`src/rtl/rti_queue.sv`:
```
// rti_queue: small register queue between the front pipeline and the divider side
// depends on nothing; width and depth come from the instantiating module
`default_nettype none

module rti_queue #(
	parameter int WIDTH = 8,
	parameter int DEPTH = 4
) (
	input  logic             clk,
	input  logic             arst_n,
	input  logic             push,
	input  logic [WIDTH-1:0] push_data,
	input  logic             pop,
	output logic [WIDTH-1:0] pop_data,
	output logic             full,
	output logic             empty
);

	localparam int AW = (DEPTH > 1) ? $clog2(DEPTH) : 1;
	localparam int CW = $clog2(DEPTH + 1);

	logic [WIDTH-1:0] mem [DEPTH];
	logic [AW-1:0]    wr_ptr_q;
	logic [AW-1:0]    rd_ptr_q;
	logic [CW-1:0]    count_q;

	assign full     = (count_q == CW'(DEPTH));
	assign empty    = (count_q == '0);
	assign pop_data = mem[rd_ptr_q];

	always_ff @(posedge clk) begin
		if (push) begin
			mem[wr_ptr_q] <= push_data;
		end
	end

	always_ff @(posedge clk or negedge arst_n) begin
		if (!arst_n) begin
			wr_ptr_q <= '0;
			rd_ptr_q <= '0;
			count_q  <= '0;
		end else begin
			if (push) begin
				wr_ptr_q <= (wr_ptr_q == AW'(DEPTH - 1)) ? '0 : wr_ptr_q + AW'(1);
			end
			if (pop) begin
				rd_ptr_q <= (rd_ptr_q == AW'(DEPTH - 1)) ? '0 : rd_ptr_q + AW'(1);
			end
			if (push && !pop) begin
				count_q <= count_q + CW'(1);
			end else if (pop && !push) begin
				count_q <= count_q - CW'(1);
			end
		end
	end

endmodule

`default_nettype wire

```
`config.mk`:
```
export PLATFORM = sky130hd
export DESIGN_NAME = rti_queue
export DESIGN_NICKNAME = d
export VERILOG_FILES = /design/src/rtl/rti_queue.sv
export SDC_FILE = /design/constraint.sdc
export NUM_CORES = 1
export LEC_CHECK = 0
export BUFFER_PORTS_ARGS = -buffer_cell sky130_fd_sc_hd__buf_2
export CAP_MARGIN = 20
export CORE_UTILIZATION = 25
export CTS_BUF_LIST = sky130_fd_sc_hd__clkbuf_2
export DETAILED_ROUTE_END_ITERATION = 8
export PLACE_DENSITY_LB_ADDON = 0.1
export SLEW_MARGIN = 20
export SYNTH_ARGS = -nofsm -noshare
export SYNTH_HDL_FRONTEND = slang
export SYNTH_SLANG_ARGS = --single-unit
```
`constraint.sdc`:
```
create_clock -name clk -period 1.5 [get_ports clk]
set_clock_uncertainty 0.05 [all_clocks]
set_input_delay 0.15 -clock clk [delete_from_list [all_inputs] [get_ports clk]]
set_output_delay 0.15 -clock clk [all_outputs]
set_load 0.02 [all_outputs]
```
==> parameters.txt <==
Parameter                              Value

Drt
  Via count    between 800 and 900
  Remaining number of nets flagged by the antenna check after routing    0
  Vias/cell    between 4 and 5
  Drt drc    0
  Post-detailed-routing wire length    approximately 2700 um
  Average wire per cell in the routed design    approximately 14 um
  Detailed Route Iter0 Violations    14
  Detailed-routing iteration count for the pre-antenna-repair pass    3

Status
  Violated checks    negative setup slack
  Run status    finished, violations left

Power
  Static leakage    roughly 0.79 nW
  Worst voltage drop across the vdd grid    roughly 0.73 mV
  Areal power density over the cells    approximately 1800 nW/um^2

Global routing
  Initial antenna violation count    0
  Aggregate global-route resource usage    under 10%
  Largest net degree at the start of global routing    14
  Wire length of the first global-routing pass    4230 um
  GR Overflow Total    0
  Number of global-route vias before repair    870

Clock tree
  Clock sink count    39
  CTS Buf Count    5
  Max H-tree Level    2
  Root Buffer Master    clkbuf_2
  Max Buffers Root-to-Sink    2
  Clock slew seen by the registers of the worst setup and hold paths    0.19 ns
  TritonCTS clock tree    built
  Insertion delay of the later-clocked pin in the worst-skew pair    between 0.3 and 0.4 ns

Timing
  Number of max-slew violations in the final report    0
  Slew at the pin closest to its max-slew limit    0.270 ns
  F_max    approximately 550 MHz
  Post-layout worst setup margin    -0.331 ns
  Portion of the clock cycle consumed by the worst path in the final layout    122%
  Min Clock Period, post-route    approximately 1.8 ns
  Count of final setup violators    8
  Worst slew margin    between 80 and 90%
  Setup repair after global routing missed its margin    yes
  Fin. Hold Viols    0

Worst setup path
  Worst Path Max Fanout    5
  Terminus of the critical flop-to-flop path    count_q[2]
  Launching instance or port of the critical path    rd_ptr_q[0]
  CP Data Required Time    about 1.3 ns
  Worst Path Arrival    approximately 1.6 ns
  Number of cells on the worst reg-to-reg path    4
  Worst flop-to-flop path startpoint    count_q[0]
  Crit path launch type    flop
  Worst-case register-to-register setup slack    about 0.11 ns
  Nature of the critical path endpoint    output pin
  Crit path kind    reg -> out
  Critical Path Sink    pop_data[1]

Logic synthesis
  Biggest area contributors in the synthesized netlist    edfxtp_1 (61%), mux4_2 (11%), dfrtp_1 (11%)
  Cell accounting for the most synthesized area    edfxtp_1
  Mapped Nets    98
  Flops & latches, synth    39
  Post-synth design cell area    about 1600 um^2
  Cells after synthesis    around 80
  Portion of synthesized cell area occupied by the leading cell type    between 60% and 70%
  Total number of yosys warnings    0
  Distinct cell type count after synthesis    18
  Sequential cell area fraction in the yosys report    72.4%
  Average instance area after synthesis    between 15 and 20 um^2

Die
  Die height    81.3 um
  Top Ports    22
  Area of the core    5990 um^2
  Number of rows created at floorplan    28
  Die extent in x    ~81 um
  Initial cell density of the core    around a quarter
  Area enclosed by the die boundary    6600 um^2

Place
  Post-detailed-placement half-perimeter wirelength    roughly 1900 um
  Final GP Congestion    a little over 0.6
  Port-buffer cells    21
  Placed Instances    between 150 and 200

Final layout
  Post-route insts no fill    200
  FILL cells    just under 600
  Post-Route Utilization    between 30% and 40%
  Number of diodes added for antenna fixing    0
  Layout cell share with drive strength beyond 1    43.2%
  Area growth from synthesis to layout    34.8%
  Layout net count    between 100 and 150

Worst hold path
  Hold Path Class    in -> reg
  Number of cells traversed by the worst hold path    3

Flow run
  Max_cap viols    0
==> layer usage <==
metal / track usage [%] / vias up / routed length, um
met5: 0 / - / 0
met4: 5.89 / 0 / 57
met3: 2.70 / 5 / 89
met2: 15.5 / 16 / 1380
met1: 10.7 / 401 / 1190
li1: - / 393 / -
==> worst min path at each step <==
| stage | from | end | slack, ns |
|---|---|---|---|
| after global placement | arst_n | count_q[1] | -0.05 |
| after CTS | push | wr_ptr_q[1] | 0.02 |
| after global routing | arst_n | count_q[1] | 0.01 |
| final | push | wr_ptr_q[1] | 0.04 |
| after detailed placement | arst_n | count_q[1] | -0.05 |
| after floorplan | arst_n | count_q[0] | -0.20 |
==> synth_stat cells, drive strengths merged <==
master / count
xnor2: 1
dfrtp: 7
and2: 4
ha: 6
edfxtp: 32
xor2: 2
fa: 1
nand2: 1
nand3: 1
nor2: 2
mux2: 3
buf: 2
nor3b: 1
nor3: 1
inv: 5
o21ai: 2
mux4: 8
==> state kept, by name, indices dropped and copies added, names as in the netlist <==
register / cells
mem: 32
count_q: 3
wr_ptr_q: 2
rd_ptr_q: 2
==> cell type report <==
type                    instances  area [um^2]  share of cell area, %
clock buffers                   5         25.0                   1.18
clock inverters                 3         42.5                   2.01
inverters                       5         18.8                  0.887
multi-input cells              33          412                   19.4
flip-flops and latches         39         1140                   53.8
well taps                      75         93.8                   4.43
repair buffers                 40          385                   18.2
==> cells in the final DEF (no fill, tap or decap), drive strengths merged, types with 3 or more instances in the layout <==
| master | instances |
|---|---|
| clkbuf | 5 |
| and2 | 4 |
| ha | 6 |
| mux4 | 8 |
| inv | 6 |
| buf | 30 |
| mux2 | 3 |
| dlygate4sd3 | 10 |
| dfrtp | 7 |
| edfxtp | 32 |
==> power by group <==
part           switching [mW]  total (mW)  internal [mW]
combinational           0.661        1.52          0.861
clock                   0.351       0.634          0.283
sequential              0.184        1.61           1.43
total                    1.20        3.77           2.57
==> logic make-up after synthesis <==
| logic type | synth area share (%) |
|---|---|
| xor gates and xnor gates | 1.67 |
| DFF | 72.4 |
| and+or+nand+nor | 3.43 |
| muxes | 13.6 |
| buffers and inverters | 2.23 |
| AOI/OAI and AO/OA | 0.637 |
| adders and majority gates | 6.06 |
==> critical path, cell delays in order (launching register included) <==
cell	delay, ns
dfrtp_1	0.42
buf_6	0.15
mux4_2	0.53
buf_6	0.15
==> what timing repair did <==
item                                   in CTS  in global routing
resized for setup                          19                  7
setup endpoints to repair                   8                 11
pin swaps                                   0                  1
endpoints found under the hold margin      41                  0
hold buffers                               10                  0
buffers inserted                            1                  1
==> stage by stage <==
step	setup TNS, ns	hold WS (ns)	power, mW	setup WS (ns)	area, um^2
2_1_floorplan	0	-0.196	2.40	0.155	1570
3_3_place_gp	0	-0.0521	2.85	0.0654	1860
3_5_place_dp	0	-0.0518	2.89	0.0276	1860
4_1_cts	-2.82	0.0212	3.78	-0.378	2090
5_1_grt	-3.24	0.0112	3.99	-0.430	2120
6_report	-2.47	0.0428	3.77	-0.331	2120
Note: power is estimated with default switching activity, not from simulation.
